**config.mk**
```make
export PLATFORM = sky130hd
export DESIGN_NAME = quoted_string_escaper_flat
export DESIGN_NICKNAME = d
export VERILOG_FILES = /design/src/rtl/qse_pkg.sv /design/src/rtl/qse_in_if.sv /design/src/rtl/qse_out_if.sv /design/src/rtl/quoted_string_escaper.sv /design/src/flat_wrapper.sv
export SDC_FILE = /design/constraint.sdc
export NUM_CORES = 1
export LEC_CHECK = 0
export ABC_AREA = 1
export BUFFER_PORTS_ARGS = -buffer_cell sky130_fd_sc_hd__buf_2
export CELL_PAD_IN_SITES_DETAIL_PLACEMENT = 1
export CELL_PAD_IN_SITES_GLOBAL_PLACEMENT = 1
export CORE_MARGIN = 2
export CORE_UTILIZATION = 40
export CTS_CLUSTER_DIAMETER = 40
export DETAILED_ROUTE_END_ITERATION = 16
export PLACE_DENSITY_LB_ADDON = 0.08
export SYNTH_ARGS = -nofsm -noshare
export SYNTH_HDL_FRONTEND = slang
export SYNTH_SLANG_ARGS = --single-unit
```
**constraint.sdc**
```tcl
create_clock -name clk_i -period 4.75 [get_ports clk_i]
set_clock_uncertainty 0.2 [all_clocks]
set_input_delay 0.2375 -clock clk_i [delete_from_list [all_inputs] [get_ports clk_i]]
set_output_delay 0.2375 -clock clk_i [all_outputs]
set_load 0.05 [all_outputs]
```
**src/rtl/qse_pkg.sv**
```systemverilog
// Package for the quoted string escaper.
// Holds the quote style codes, the character constants and the escape lookup functions.
// No dependencies.
package qse_pkg;

  typedef enum logic [1:0] {
    StyleYamlDq = 2'd0,
    StyleYamlSq = 2'd1,
    StyleJson   = 2'd2
  } quote_style_e;

  localparam int unsigned MaxRun    = 8;  // longest output run for one input word
  localparam int unsigned MaxEscape = 6;  // longest escape sequence (\u00HH)

  localparam logic [7:0] ChDquote    = 8'h22;
  localparam logic [7:0] ChApos      = 8'h27;
  localparam logic [7:0] ChBackslash = 8'h5c;
  localparam logic [7:0] ChDel       = 8'h7f;
  localparam logic [7:0] ChSpace     = 8'h20;
  localparam logic [7:0] ChZero      = 8'h30;
  localparam logic [7:0] ChLowerU    = 8'h75;
  localparam logic [7:0] ChLowerX    = 8'h78;

  // Lower case ASCII hex digit.
  function automatic logic [7:0] hex_digit(input logic [3:0] nib);
    logic [7:0] r;
    if (nib < 4'd10) begin
      r = 8'h30 + {4'h0, nib};
    end else begin
      r = 8'h57 + {4'h0, nib};
    end
    return r;
  endfunction

  // Named escape letter in YAML double-quoted style, zero when there is none.
  function automatic logic [7:0] yaml_named(input logic [7:0] c);
    logic [7:0] r;
    case (c)
      8'h00:   r = 8'h30;  // 0
      8'h07:   r = 8'h61;  // a
      8'h08:   r = 8'h62;  // b
      8'h09:   r = 8'h74;  // t
      8'h0a:   r = 8'h6e;  // n
      8'h0b:   r = 8'h76;  // v
      8'h0c:   r = 8'h66;  // f
      8'h0d:   r = 8'h72;  // r
      8'h1b:   r = 8'h65;  // e
      default: r = 8'h00;
    endcase
    return r;
  endfunction

  // Named escape letter in JSON style, zero when there is none.
  function automatic logic [7:0] json_named(input logic [7:0] c);
    logic [7:0] r;
    case (c)
      8'h08:   r = 8'h62;
      8'h09:   r = 8'h74;
      8'h0a:   r = 8'h6e;
      8'h0c:   r = 8'h66;
      8'h0d:   r = 8'h72;
      default: r = 8'h00;
    endcase
    return r;
  endfunction

endpackage

```
**src/rtl/qse_in_if.sv**
```systemverilog
// Input channel of the quoted string escaper: one raw string byte and its marks per word.
// Valid/ready handshake; no dependencies.
interface qse_in_if;
  logic       valid;
  logic       ready;
  logic [7:0] char_byte;
  logic       first_of_string;
  logic       last_of_string;
  logic       empty_string;

  modport source (output valid, char_byte, first_of_string, last_of_string, empty_string,
                  input ready);
  modport sink (input valid, char_byte, first_of_string, last_of_string, empty_string,
                output ready);
endinterface

```
**src/rtl/qse_out_if.sv**
```systemverilog
// Output channel of the quoted string escaper: one byte of quoted text per word.
// Valid/ready handshake; no dependencies.
interface qse_out_if;
  logic       valid;
  logic       ready;
  logic [7:0] out_byte;
  logic       last_of_run;

  modport source (output valid, out_byte, last_of_run, input ready);
  modport sink (input valid, out_byte, last_of_run, output ready);
endinterface

```
**src/rtl/quoted_string_escaper.sv**
```systemverilog
// Quoted string escaper top level: input register, escape expansion, output run register.
// An accepted input word is held in the input register, then loaded into the run register once that is free.
// Throughput: one output byte per cycle while the output is ready; an input word that expands to n bytes
// holds the run register until its last byte is taken, so plain bytes flow one word per cycle.
// Reset clears the valid flags of both stages and sets the quote style to YAML double-quoted.
// Depends on qse_pkg, qse_in_if and qse_out_if.
module quoted_string_escaper (
  input  logic                clk_i,
  input  logic                rst_ni,
  input  logic                cfg_we_i,
  input  logic [1:0]          cfg_wdata_i,
  qse_in_if.sink              in_i,
  qse_out_if.source           out_o
);
  import qse_pkg::*;

  localparam int unsigned IdxW = $clog2(MaxRun);
  localparam int unsigned EscW = $clog2(MaxEscape + 1);

  logic [1:0]       style_q;

  // input stage
  logic             in_valid_q;
  logic [7:0]       char_q;
  logic             first_q;
  logic             last_q;
  logic             empty_q;

  // run stage
  logic             run_valid_q;
  logic [7:0]       run_bytes_q [MaxRun];
  logic [IdxW-1:0]  run_end_q;
  logic [IdxW-1:0]  idx_q;

  logic             run_done;
  logic             load;

  logic [7:0]       quote;
  logic [7:0]       esc [MaxEscape];
  logic [EscW-1:0]  esc_len;
  logic [7:0]       slot_d [MaxRun];
  logic [IdxW:0]    run_len;
  logic [IdxW-1:0]  run_end_d;
  logic [7:0]       named;

  assign run_done    = out_o.valid && out_o.ready && out_o.last_of_run;
  assign load        = in_valid_q && (!run_valid_q || run_done);
  assign in_i.ready  = !in_valid_q || load;

  assign out_o.valid       = run_valid_q;
  assign out_o.out_byte    = run_bytes_q[idx_q];
  assign out_o.last_of_run = (idx_q == run_end_q);

  always_ff @(posedge clk_i or negedge rst_ni) begin
    if (!rst_ni) begin
      style_q <= StyleYamlDq;
    end else if (cfg_we_i) begin
      style_q <= cfg_wdata_i;
    end
  end

  always_ff @(posedge clk_i or negedge rst_ni) begin
    if (!rst_ni) begin
      in_valid_q <= 1'b0;
    end else if (in_i.ready) begin
      in_valid_q <= in_i.valid;
    end
  end

  always_ff @(posedge clk_i) begin
    if (in_i.valid && in_i.ready) begin
      char_q  <= in_i.char_byte;
      first_q <= in_i.first_of_string;
      last_q  <= in_i.last_of_string;
      empty_q <= in_i.empty_string;
    end
  end

  // Escape sequence for the held byte.
  always_comb begin
    named = 8'h00;
    for (int j = 0; j < MaxEscape; j++) begin
      esc[j] = char_q;
    end
    esc_len = EscW'(1);
    case (style_q)
      StyleYamlSq: begin
        if (char_q == ChApos) begin
          esc[1]  = ChApos;
          esc_len = EscW'(2);
        end
      end
      StyleJson: begin
        named = json_named(char_q);
        if (char_q == ChDquote || char_q == ChBackslash) begin
          esc[0]  = ChBackslash;
          esc[1]  = char_q;
          esc_len = EscW'(2);
        end else if (named != 8'h00) begin
          esc[0]  = ChBackslash;
          esc[1]  = named;
          esc_len = EscW'(2);
        end else if (char_q < ChSpace) begin
          esc[0]  = ChBackslash;
          esc[1]  = ChLowerU;
          esc[2]  = ChZero;
          esc[3]  = ChZero;
          esc[4]  = hex_digit(char_q[7:4]);
          esc[5]  = hex_digit(char_q[3:0]);
          esc_len = EscW'(6);
        end
      end
      default: begin
        named = yaml_named(char_q);
        if (char_q == ChDquote || char_q == ChBackslash) begin
          esc[0]  = ChBackslash;
          esc[1]  = char_q;
          esc_len = EscW'(2);
        end else if (char_q < ChSpace || char_q == ChDel) begin
          esc[0] = ChBackslash;
          if (named != 8'h00) begin
            esc[1]  = named;
            esc_len = EscW'(2);
          end else begin
            esc[1]  = ChLowerX;
            esc[2]  = hex_digit(char_q[7:4]);
            esc[3]  = hex_digit(char_q[3:0]);
            esc_len = EscW'(4);
          end
        end
      end
    endcase
  end

  // Place the escape behind an optional opening quote; every other slot holds the quote.
  always_comb begin
    quote = (style_q == StyleYamlSq) ? ChApos : ChDquote;
    for (int k = 0; k < MaxRun; k++) begin
      slot_d[k] = quote;
    end
    if (empty_q) begin
      run_len = (IdxW + 1)'(2);
    end else begin
      for (int j = 0; j < MaxEscape; j++) begin
        if (EscW'(j) < esc_len) begin
          slot_d[IdxW'(j) + IdxW'(first_q)] = esc[j];
        end
      end
      run_len = (IdxW + 1)'(esc_len) + (IdxW + 1)'(first_q) + (IdxW + 1)'(last_q);
    end
    run_end_d = IdxW'(run_len - (IdxW + 1)'(1));
  end

  always_ff @(posedge clk_i or negedge rst_ni) begin
    if (!rst_ni) begin
      run_valid_q <= 1'b0;
      idx_q       <= '0;
    end else if (load) begin
      run_valid_q <= 1'b1;
      idx_q       <= '0;
    end else if (run_done) begin
      run_valid_q <= 1'b0;
    end else if (out_o.valid && out_o.ready) begin
      idx_q <= idx_q + IdxW'(1);  // advance within the run
    end
  end

  always_ff @(posedge clk_i) begin
    if (load) begin
      run_bytes_q <= slot_d;
      run_end_q   <= run_end_d;
    end
  end

  assert property (@(posedge clk_i) disable iff (!rst_ni)
    run_valid_q |-> idx_q <= run_end_q)
    else $error("run index past end of run");

  assert property (@(posedge clk_i) disable iff (!rst_ni)
    (out_o.valid && !out_o.last_of_run) |=> out_o.valid)
    else $error("run dropped before its last word");

  assert property (@(posedge clk_i) disable iff (!rst_ni)
    (run_done && !load) |=> !run_valid_q)
    else $error("run stage stays valid after last word");

  assert property (@(posedge clk_i) disable iff (!rst_ni)
    (in_valid_q && !load) |=> in_valid_q)
    else $error("held input word lost");

endmodule

```
**src/flat_wrapper.sv**
```systemverilog
// flat-port wrapper written by rule: the top's interface ports become plain ports
module quoted_string_escaper_flat import qse_pkg::*;
  (clk_i, rst_ni, cfg_we_i, cfg_wdata_i, in_i_valid, in_i_char_byte, in_i_first_of_string, in_i_last_of_string, in_i_empty_string, in_i_ready, out_o_valid, out_o_out_byte, out_o_last_of_run, out_o_ready);
  qse_in_if in_i_i ();
  qse_out_if out_o_i ();
  input  logic clk_i;
  input  logic rst_ni;
  input  logic cfg_we_i;
  input  logic [1:0] cfg_wdata_i;
  input wire logic [$bits(in_i_i.valid)-1:0] in_i_valid;
  input wire logic [$bits(in_i_i.char_byte)-1:0] in_i_char_byte;
  input wire logic [$bits(in_i_i.first_of_string)-1:0] in_i_first_of_string;
  input wire logic [$bits(in_i_i.last_of_string)-1:0] in_i_last_of_string;
  input wire logic [$bits(in_i_i.empty_string)-1:0] in_i_empty_string;
  output wire logic [$bits(in_i_i.ready)-1:0] in_i_ready;
  output wire logic [$bits(out_o_i.valid)-1:0] out_o_valid;
  output wire logic [$bits(out_o_i.out_byte)-1:0] out_o_out_byte;
  output wire logic [$bits(out_o_i.last_of_run)-1:0] out_o_last_of_run;
  input wire logic [$bits(out_o_i.ready)-1:0] out_o_ready;
  assign in_i_i.valid = in_i_valid;
  assign in_i_i.char_byte = in_i_char_byte;
  assign in_i_i.first_of_string = in_i_first_of_string;
  assign in_i_i.last_of_string = in_i_last_of_string;
  assign in_i_i.empty_string = in_i_empty_string;
  assign in_i_ready = in_i_i.ready;
  assign out_o_valid = out_o_i.valid;
  assign out_o_out_byte = out_o_i.out_byte;
  assign out_o_last_of_run = out_o_i.last_of_run;
  assign out_o_i.ready = out_o_ready;
  quoted_string_escaper u_core (.clk_i(clk_i), .rst_ni(rst_ni), .cfg_we_i(cfg_we_i), .cfg_wdata_i(cfg_wdata_i), .in_i(in_i_i), .out_o(out_o_i));
endmodule
```
## After elaboration in Yosys (flattened, before gate mapping)

Memories as Yosys holds them, arrays and structs flattened. A register that Yosys moved wholly into a read port is not among the register bits.
Index checks and enable logic that the tools add are counted.
W data, S select, Z words.

| cells by class | value |
|---|---|
| add/subtract/negate cells | 13 |
| $lt $le $gt $ge | 22 |
| equal/unequal tests | 13 |
| multiplexer cells | 70 |
| bitwise operators | 7 |
| reduce and logical (&&, ||, !) cells | 23 |

Operators by type and width:

| cell | count |
|---|---|
| $mux W64 | 12 |
| $bwmux W64 | 6 |
| $demux W8 S3 | 6 |
| $mux W8 | 15 |
| $mux W16 | 6 |
| $mux W32 | 3 |
| $mux W48 | 1 |
| $eq A8 B4 Y1 const B | 5 |
| $pmux W7 S5 | 1 |
| $mux W3 | 11 |
| $pmux W16 S2 | 1 |
| $pmux W8 S2 | 2 |
| $ge A4 B4 Y1 const B | 7 |
| $bmux W8 S3 | 1 |
| $lt A4 B1 Y1 const B | 6 |
| $not A3 Y4 | 6 |
| $add A7 B4 Y8 const A | 2 |
| $eq A8 B6 Y1 const B | 2 |
| $eq A8 B7 Y1 const B | 2 |
| $reduce_bool A8 Y1 | 2 |
| $add A6 B4 Y7 const A | 2 |
| $logic_and A1 B1 Y1 | 10 |
| $lt A4 B4 Y1 const B | 2 |
| $lt A8 B6 Y1 const B | 1 |
| 24 further kinds | 36 |

| word-level totals | value |
|---|---|
| register bits after elaboration | 85 |
| memory bits (read-only) | 224 |
| input bits | 18 |
| word-level logic and storage cells | 166 |
| memories kept | 1 |

Memories:

| memory | depth | width | read ports | clocked after Yosys merged registers in | write ports | line | source |
|---|---|---|---|---|---|---|---|
| (name not given) | 32 | 7 | 1 | 1 | 0 | qse_pkg.sv:38 | `case (c)` |

## Logic depth before layout (Yosys ltp)

Gate-level depths: netlist (run 1).

| logic depth | value |
|---|---|
| word-level depth | 26 |
| depth in mapped cells | 22 |

## Least setup slack after synthesis (run 1)

No wires, ideal clock.

| path | value |
|---|---|
| path type | flip-flop to flip-flop |
| from | register u_core.char_q[1] |
| to | register u_core.run_end_q[2] (data pin) |
| arrival | 2928 ps |
| data required time | 4292 ps |
| slack | 1364 ps |
| stages on the path, launching flop included | 21 |
| cell sequence | edfxtp_1 -> clkbuf_1 -> clkinv_1 -> ha_1 -> nand3_1 -> inv_1 -> nand2_1 -> nand3_1 -> nor2_1 -> nand3_1 -> nand2_1 -> nand2_1 -> nand2_1 -> xnor2_1 -> inv_1 -> ha_1 -> a21o_1 -> ha_1 -> nor2_1 -> ha_1 -> xnor2_1 |

| between the ends | value |
|---|---|
| word-level cells in the longest chain between the ends | 11 |
| elaborated cells on any way between the ends | 26 |
| those cells by class | 3 x add/sub; 1 x order compare; 9 x eq/ne; 10 x mux; 3 x reduce/logical |

RTL lines:

| element | line | source |
|---|---|---|
| start: declaration | quoted_string_escaper.sv:24 | `logic [7:0] char_q;` |
| start signal: assignment | quoted_string_escaper.sv:72 | `char_q <= in_i.char_byte;` |
| $eq A8 B4 Y1 | qse_pkg.sv:56 | `case (c)` |
| $pmux W7 S5 | qse_pkg.sv:56 |  |
| $mux W8 | quoted_string_escaper.sv:86 | `case (style_q)` |
| $reduce_bool A8 Y1 | quoted_string_escaper.sv:99 | `end else if (named != 8'h00) begin` |
| $mux W3 | quoted_string_escaper.sv:99 |  |
| $mux W3 | quoted_string_escaper.sv:95 | `if (char_q == ChDquote \|\| char_q == ChBackslash) begin` |
| $pmux W3 S2 (*) | quoted_string_escaper.sv:86 |  |
| $add A3 B1 Y3 (*) (2 in a row) | quoted_string_escaper.sv:149 | `run_len = (IdxW + 1)'(esc_len) + (IdxW + 1)'(first_q) + (IdxW + 1)'(last_q);` |
| $mux W3 (*) | quoted_string_escaper.sv:141 | `if (empty_q) begin` |
| $sub A3 B1 Y3 (*) | quoted_string_escaper.sv:151 | `run_end_d = IdxW'(run_len - (IdxW + 1)'(1));` |
| net u_core.run_end_d[2] | quoted_string_escaper.sv:43 | `logic [IdxW-1:0] run_end_d;` |
| end signal: assignment | quoted_string_escaper.sv:171 | `run_end_q <= run_end_d;` |
| end: declaration | quoted_string_escaper.sv:32 | `logic [IdxW-1:0] run_end_q;` |

The timed path passes the listed nets; every way through them passes the cells marked *. The select of a mux whose other input is x is not followed.
A chain may end at the register's enable or synchronous reset.

## Worst setup path in the final report (run 1)

Ends and elaborated chain as after synthesis.

==> results of run 1 <==
-- metal layers --
layer	vias to the layer above	global-route usage	routed length (um)
met1	2534	0.334	8350
met2	93	0.478	9690
met3	30	0.0387	592
met4	0	0.109	580
li1	2544	-	-
met5	-	0	0
-- cells in the final DEF, fill, tap and decap left out, types with 9 or more instances in the layout --
cell / n
inv_1: 57
nand2_1: 214
nand2_2: 12
clkbuf_16: 9
dlygate4sd3_1: 18
nand3_1: 51
buf_2: 28
a21oi_1: 27
nor2_1: 75
inv_2: 15
edfxtp_1: 71
o21ai_0: 59
ha_1: 15
-- logic make-up (layout without fill, tap and decap cells) --
| logic type | after synthesis | after routing | share of synthesized area |
|---|---|---|---|
| AO/OA/AOI/OAI | 131 | 131 | 0.132 |
| XOR/XNOR | 8 | 8 | 0.0123 |
| adder cells (fa/ha/maj) | 15 | 15 | 0.0330 |
| buffers and inverters | 108 | 149 | 0.0761 |
| flip-flops | 85 | 85 | 0.430 |
| multiplexers | 1 | 1 | 0.00198 |
| other | 2 | 8 | 0.00132 |
| AND/OR/NAND/NOR | 392 | 392 | 0.313 |
-- worst max path at each step --
stage / startpoint / endpoint / slack, ns
after CTS: u_core.char_q[1] / u_core.run_end_q[2] / 0.66
final: u_core.char_q[1] / u_core.run_end_q[2] / 0.65
after detailed placement: u_core.char_q[1] / u_core.run_end_q[2] / 0.71
after global placement: u_core.char_q[1] / u_core.run_end_q[2] / 0.92
after global routing: u_core.char_q[1] / u_core.run_end_q[2] / 0.38
after floorplan: u_core.char_q[1] / u_core.run_end_q[2] / 1.36
-- power breakdown --
group	switching, uW	leakage (uW)	internal (uW)
sequential	154	0.000793	1090
clock	324	0.000159	469
combinational	1350	0.00193	497
-- layout make-up --
class | count | area [um2] | area share
multi-input cells | 555 | 2830 | 0.434
flip-flops and latches | 85 | 2450 | 0.376
repair buffers | 54 | 380 | 0.0584
inverters | 79 | 304 | 0.0467
clock buffers | 9 | 225 | 0.0346
well taps | 180 | 225 | 0.0346
clock inverters | 7 | 105 | 0.0161
-- flip-flops by register name (all words and copies together), names as in the netlist, named ones only --
name	cells
u_core.char_q	8
u_core.empty_q	1
u_core.first_q	1
u_core.idx_q	3
u_core.in_valid_q	1
u_core.last_q	1
u_core.out_o.valid	1
u_core.run_bytes_q	57
u_core.run_end_q	3
u_core.style_q	2
-- through the flow --
step                      hold slack (ns)  total power, uW  cells
after global placement             -0.117             3050    935
after floorplan                    -0.258             2550    748
after CTS                          0.0500             3900    969
after global routing               0.0805             4150    969
final                              0.0613             3880    969
after detailed placement           -0.110             3090    935
-- timing repair --
item / CTS / global route
hold endpoints to repair: 20 / 0
hold buffers: 18 / 0
setup buffers: 0 / 0
==> impl_metrics.tcl, run 1 <==
set metrics [dict create \
    status "finished, final reports clean" \
    netlist.area_leader.share 0.375 \
    io_buffers 28 \
    placed_area_um2 6010 \
    worst_slew_pin_slew_ns 0.973 \
    insertion_delay_ns 0.36 \
    area_growth_pct 14.6 \
    dr.pass1.iters 4 \
    fillCellCount 1711 \
    viasPerCell 5.37 \
    critical_path.max_fanout 10 \
    endpoint_kind "flop" \
    io_pins 29 \
    antenna_cells 0 \
    yosysUniqueCellTypes 53 \
    place.gp.congestion 0.954 \
    ys_seq_area_frac 0.430 \
    cts_resized 0 \
    cts_root_buffer "clkbuf_16" \
    syn_area_per_cell_um2 7.67 \
    critPathLaunchType "flop" \
    slowest_stage "edfxtp_1" \
    timing_hold_violations_final 0 \
    cpLargestDelayFamily "simple AND/OR/NAND/NOR gates" \
    drt-total-wl_um 19200 \
    die_w_um 123 \
    p_leak_uw 0.00288 \
    r2r_slack_ns 0.65 \
    max_freq_mhz 244 \
    worstPathArrival_ns 4.01 \
    crit_cells 19 \
    worst-path-buf-inv 3 \
    nNetsFinal 817 \
    wire_per_inst_um 19.8 \
    synth-seq-cells 85 \
    finalMaxSlewViolations 0 \
    power_density_nw_per_um2 595 \
    synth_edf_count 71 \
    grt_pass1_vias 5512 \
    synthTopCellsByCount "nand2_1 (214), nor2_1 (75), edfxtp_1 (71), o21ai_0 (59), inv_1 (58)" \
    period_share 0.864 \
    worstSetupPathType "reg2reg" \
    dp_hpwl_um 14800 \
    setup_tns_ns 0 \
    drive_gt1_frac 0.144 \
    drt_iter0_drc 351 \
    maxCapViolations 0 \
    clkTransAtPathRegs_ns 0.08 \
    grt_pass1_wl_um 30600 \
    ys_warn_count 0 \
    r2r-start "u_core.char_q[1]" \
    pre_cts_ws_ns 0.713 \
    setup_viol 0 \
    worstPathCellList "clkinv_1 > ha_1 > nand3_1 > inv_1 > nand2_1 > nand3_1 > nor2_1 > nand3_1 > nand2_1 > nand2_1 > nand2_1 > xnor2_1 > inv_1 > ha_1 > a21o_1 > ha_1 > nor2_1 > ha_1 > xnor2_1" \
    rr_worst_depth 19 \
    synth_ff_type "edfxtp_1" \
    coreArea_um2 13900 \
    final_antenna_net_count 0 \
    netlist_area_um2 5690 \
    hold_class "in2async" \
    critPathMaxStageDelay_ns 0.55 \
    grt_max_degree 30 \
    rsz0062_at_grt "false" \
    antenna_found_initial 0 \
    synth.most_common_cell "nand2_1" \
    num_rows 43 \
    utilization 0.470 \
    dieArea_um2 15200 \
    clk_path_buf_depth 2 \
    tritoncts "yes" \
    relSlewSlack 0.349 \
    cts.sinks 85 \
    drc 0 \
    track_usage 0.272 \
    synth_area_leaders "edfxtp_1 (37%), nand2_1 (14%), o21ai_0 (5.2%)" \
    syn_inst 742 \
    worst_slack_ns 0.647 \
    synth.largest_area_cell "edfxtp_1" \
    finalInstanceArea_um2 6520 \
    r2r-end "u_core.run_end_q[2]" \
    ir_worst_vdd_uv 213 \
    async_flop_share 0.0824 \
    h-tree-depth 3 \
    cts_made_buffers 9 \
    die_h_um 123 \
    crit_required_ns 4.66 \
    fin_crit_ns 4.10 \
    grt_overflow 0 \
    vias 5201 \
    start_util 0.410 \
]
No activity file was read; power rests on OpenSTA's default activity.
==> inputs of run 2 (changes only) <==
==> constraint.sdc (replaced) <==
create_clock -name clk_i -period 4.75 [get_ports clk_i]
set_clock_uncertainty 0.2 [all_clocks]
set_input_delay 0.475 -clock clk_i [delete_from_list [all_inputs] [get_ports clk_i]]
set_output_delay 0.475 -clock clk_i [all_outputs]
set_load 0.05 [all_outputs]
==> run 2 against run 1 <==
Net effect: worst hold slack improved by 0.023 ns; sequential power about the same; design area down 3.2%; sequential share of layout area increased by 1.2 points; non-clock buffer count shrank 16; register-to-register slack is essentially flat; critical path depth did not move; wire length fell by 0.82%; core utilization decreased by 1.5 points; clock power decreased by 13%; clock-buffer cell count grew 1; critical endpoint unchanged.
==> impl_metrics.tcl, run 2 (synthesis results as in run 1) <==
set metrics [dict create \
    status "finished, final reports clean" \
    dr.pass1.iters 4 \
    h-tree-depth 3 \
    track_usage 0.268 \
    worst_slew_pin_slew_ns 0.941 \
    critPathMaxStageDelay_ns 0.54 \
    grt_pass1_wl_um 30000 \
    setup_viol 0 \
    r2r_slack_ns 0.66 \
    whs_path_depth 1 \
    period_share 0.862 \
    die_h_um 123 \
    grt_max_degree 30 \
    cts_root_buffer "clkbuf_16" \
    dieArea_um2 15200 \
    finalMaxSlewViolations 0 \
    grt_overflow 0 \
    ir_worst_vdd_uv 268 \
    num_rows 43 \
    power_density_nw_per_um2 598 \
    nNetsFinal 801 \
    rsz0062_at_grt "false" \
    drt_iter0_drc 279 \
    worstPathCellList "clkinv_1 > ha_1 > nand3_1 > inv_1 > nand2_1 > nand3_1 > nor2_1 > nand3_1 > nand2_1 > nand2_1 > nand2_1 > xnor2_1 > inv_1 > ha_1 > a21o_1 > ha_1 > nor2_1 > ha_1 > xnor2_1" \
    io_buffers 28 \
    drc 0 \
    finalPower_uw 3770 \
    area_growth_pct 10.9 \
    clk_path_buf_depth 2 \
    slowest_stage "edfxtp_1" \
    start_util 0.410 \
    coreArea_um2 13900 \
    seqCellArea_um2 2450 \
    p_leak_uw 0.00280 \
    final_common_cell "nand2_1" \
    cts_made_buffers 9 \
    viasPerCell 5.42 \
    worstSetupPathType "reg2reg" \
    critical_path.max_fanout 10 \
    worst-path-buf-inv 3 \
    p_seq_frac 0.323 \
    switchingPower_uw 1830 \
    p_int_uw 1950 \
    endpoint_kind "flop" \
    clkTransAtPathRegs_ns 0.08 \
    rr_worst_depth 19 \
    timing_hold_violations_final 0 \
    hold_class "in2reg" \
    setup_tns_ns 0 \
    wire_per_inst_um 20.0 \
    antenna_cells 0 \
    fillCellCount 1749 \
    final_cell_mix "nand2_1 (214), nor2_1 (75), edfxtp_1 (71)" \
    p_clk_frac 0.183 \
    multi_input_area_um2 2830 \
    max_freq_mhz 244 \
    relSlewSlack 0.371 \
    tritoncts "yes" \
    io_pins 29 \
    antenna_found_initial 0 \
    largest_reg_flops 57 \
    crit_required_ns 4.65 \
    reg_top3 "u_core.run_bytes_q (57), u_core.char_q (8)" \
    grt_pass1_vias 5356 \
    insertion_delay_ns 0.36 \
    place.gp.congestion 0.954 \
    die_w_um 123 \
    dp_hpwl_um 14800 \
    cts_resized 0 \
    whs_ns 0.0843 \
    crit_cells 19 \
    p_comb_frac 0.494 \
    vias 5167 \
    cpLargestDelayFamily "simple AND/OR/NAND/NOR gates" \
    regMostFlops "u_core.run_bytes_q" \
    cts.sinks 85 \
    worstPathArrival_ns 3.99 \
    final_antenna_net_count 0 \
    maxCapViolations 0 \
    drt-total-wl_um 19100 \
    drive_gt1_frac 0.149 \
    fin_crit_ns 4.09 \
    critPathLaunchType "flop" \
    switching_share 0.484 \
]
[run 2: final timing paths]
| path | end | startpoint |
|---|---|---|
| setup reg to reg | u_core.run_end_q[2] | u_core.char_q[1] |
| max in group asynchronous | u_core.in_valid_q | rst_ni |
| hold reg to reg | u_core.out_o.valid | u_core.in_valid_q |
| setup / recovery | u_core.run_end_q[2] | u_core.char_q[1] |
| hold / removal | u_core.char_q[7] | in_i_char_byte[7] |
| min in group asynchronous | u_core.out_o.valid | rst_ni |
[run 2: layout make-up]
type	instances	share of cell area
inverter	79	0.0482
clock buffer	10	0.0379
clock inverter	6	0.00734
timing repair buffer	38	0.0345
multi-input combinational	555	0.449
tap	180	0.0357
sequential	85	0.388
[run 2: per-stage QoR]
stage	util	cells	worst slack (ns)	area, um2
after global placement	0.433	936	0.916	6010
after global routing	0.455	953	0.372	6310
after CTS	0.455	953	0.652	6310
final	0.455	953	0.657	6310
after detailed placement	0.433	936	0.685	6010
after floorplan	-	748	1.36	5710
[run 2: power by group through the flow]
stage / Combinational [uW] / Sequential [uW] / Clock [uW]
global route: 2070 / 1240 / 727
finish: 1860 / 1220 / 691
detailed placement: 1860 / 1230 / 0
CTS: 1870 / 1220 / 707
global placement: 1820 / 1230 / 0
floorplan: 1370 / 1180 / 0
[run 2: routing by layer]
metal / share of wire / GRT usage
met1: 0.44 / 0.335
met2: 0.50 / 0.471
met3: 0.024 / 0.0318
met4: 0.027 / 0.0987
met5: 0 / 0
[run 2: timing repair]
item	in CTS	in global routing
hold buffers	1	0
setup buffers	0	0
endpoints found under the hold margin	7	0
==> inputs of run 3 (changes only) <==
PLACE_DENSITY = 0.76   (was default)
PLACE_DENSITY_LB_ADDON = default   (was 0.08)
==> run 3 against run 2 <==
Net effect: via count is 0.45% lower; wire length shrank 3.3%; worst setup slack better by 0.071 ns; non-clock buffer count grew 1.
==> impl_metrics.tcl, run 3 (synthesis results as in run 1) <==
set metrics [dict create \
    status "finished, final reports clean" \
    grt_most_used_layer "met2" \
    grt_overflow 0 \
    finalPower_uw 3850 \
    wire_per_inst_um 19.3 \
    placed_area_um2 6020 \
    p_clk_frac 0.196 \
    critPathLaunch "u_core.char_q[4]" \
    p_seq_frac 0.316 \
    nNetsFinal 802 \
    critPathMaxStageDelay_ns 0.47 \
    h-tree-depth 3 \
    drt-total-wl_um 18400 \
    rr_worst_depth 19 \
    switchingPower_uw 1800 \
    grt_util_met3 0.0337 \
    drive_gt1_frac 0.149 \
    whs_path_depth 1 \
    cts_made_buffers 9 \
    worstSetupPathType "reg2reg" \
    rsz0062_at_grt "false" \
    pre_cts_ws_ns 0.802 \
    cts-hold-fix-buffers 1 \
    cts_root_buffer "clkbuf_16" \
    regMostFlops "u_core.run_bytes_q" \
    seqCellArea_um2 2450 \
    drc 0 \
    track_usage 0.259 \
    start_util 0.410 \
    io_buffers 28 \
    die_h_um 123 \
    vias 5144 \
    area_growth_pct 11.6 \
    r2r-start "u_core.char_q[4]" \
    finalInstanceArea_um2 6350 \
    switching_share 0.468 \
    fillCellCount 1721 \
    dr.pass1.iters 8 \
    place.gp.congestion 0.930 \
    tritoncts "yes" \
    coreArea_um2 13900 \
    slowest_stage "edfxtp_1" \
    clk_path_buf_depth 2 \
    final_cell_mix "nand2_1 (214), nor2_1 (75), edfxtp_1 (71)" \
    multi_input_area_um2 2830 \
    insertion_delay_ns 0.35 \
    timing_hold_violations_final 0 \
    p_int_uw 2040 \
    largest_reg_flops 57 \
    reg_top3 "u_core.run_bytes_q (57), u_core.char_q (8)" \
    p_leak_uw 0.00281 \
    final_common_cell "nand2_1" \
    relSlewSlack 0.399 \
    viasPerCell 5.39 \
    drt_iter0_drc 399 \
    max_freq_mhz 249 \
    postCtsSetupBuffers 0 \
    crit_required_ns 4.65 \
    hp-start "in_i_empty_string" \
    worstPathCellList "clkinv_1 > ha_1 > inv_1 > nor2_1 > nand2_1 > nor2_2 > nor2_4 > nand2_1 > nor2_1 > inv_2 > nand2_1 > xnor2_1 > inv_1 > ha_1 > a21o_1 > ha_1 > nor2_1 > ha_1 > xnor2_1" \
    fin_crit_ns 4.02 \
    clkTransAtPathRegs_ns 0.06 \
    endpoint_kind "flop" \
    critPathLaunchType "flop" \
    cts_resized 0 \
    grt_pass1_vias 5369 \
    worst_slack_ns 0.727 \
    dieArea_um2 15200 \
    setup_viol 0 \
    die_w_um 123 \
    power_density_nw_per_um2 606 \
    grt_pass1_wl_um 29500 \
    io_pins 29 \
    setup_tns_ns 0 \
    period_share 0.847 \
    p_comb_frac 0.488 \
    num_rows 43 \
    worstPathArrival_ns 3.92 \
    path_common_cell "ha_1" \
    finalMaxSlewViolations 0 \
    use_met2 0.446 \
    grt_max_degree 30 \
    final_antenna_net_count 0 \
    hold_class "in2reg" \
    worst_slew_pin_slew_ns 0.899 \
    maxCapViolations 0 \
    ir_worst_vdd_uv 191 \
    antenna_found_initial 0 \
    dp_hpwl_um 14300 \
    antenna_cells 0 \
    grt_util_met1 0.329 \
    cts.sinks 85 \
    critical_path.max_fanout 14 \
]
[run 3: final timing paths]
path | end | slack [ns]
setup / recovery | u_core.run_end_q[2] | 0.73
hold / removal | u_core.empty_q | 0.10
setup reg to reg | u_core.run_end_q[2] | 0.73
hold reg to reg | u_core.style_q[0] | 0.37
max in group asynchronous | u_core.idx_q[2] | 3.87
min in group asynchronous | u_core.style_q[0] | 0.31
[run 3: power by group through the flow]
stage	sequential (uW)	clock (uW)	combinational (uW)
3_3_place_gp	1210	0	1810
4_1_cts	1220	771	1880
3_5_place_dp	1230	0	1870
5_1_grt	1240	798	2080
2_1_floorplan	1180	0	1370
6_report	1220	754	1880
[run 3: per-stage QoR]
step	utilization	cells	hold slack [ns]
2_1_floorplan	-	748	-0.0206
3_3_place_gp	0.434	937	0.118
3_5_place_dp	0.434	937	0.130
4_1_cts	0.457	954	0.0875
5_1_grt	0.457	954	0.0903
6_report	0.457	954	0.103
[run 3: area by class of cell]
cell class	count	share of cell area
clock inverters	6	0.0136
clock buffers	10	0.0361
inverters	79	0.0479
well taps	180	0.0355
repair buffers	39	0.0355
multi-input cells	555	0.446
flip-flops and latches	85	0.386
[run 3: worst max-delay path, delay by kind of cell, from the launching register on]
| family | cells | cell delay (ns) |
|---|---|---|
| xor gates and xnor gates | 2 | 0.26 |
| AOI/OAI and AO/OA | 1 | 0.16 |
| adders and majority gates | 4 | 0.97 |
| and+or+nand+nor | 8 | 1.20 |
| DFF | 1 | 0.47 |
| buffers and inverters | 4 | 0.52 |
[run 3: layer usage]
layer	vias to the layer above	wire length (um)
met3	34	645
li1	2512	-
met5	-	0
met1	2480	8230
met4	0	595
met2	118	8950
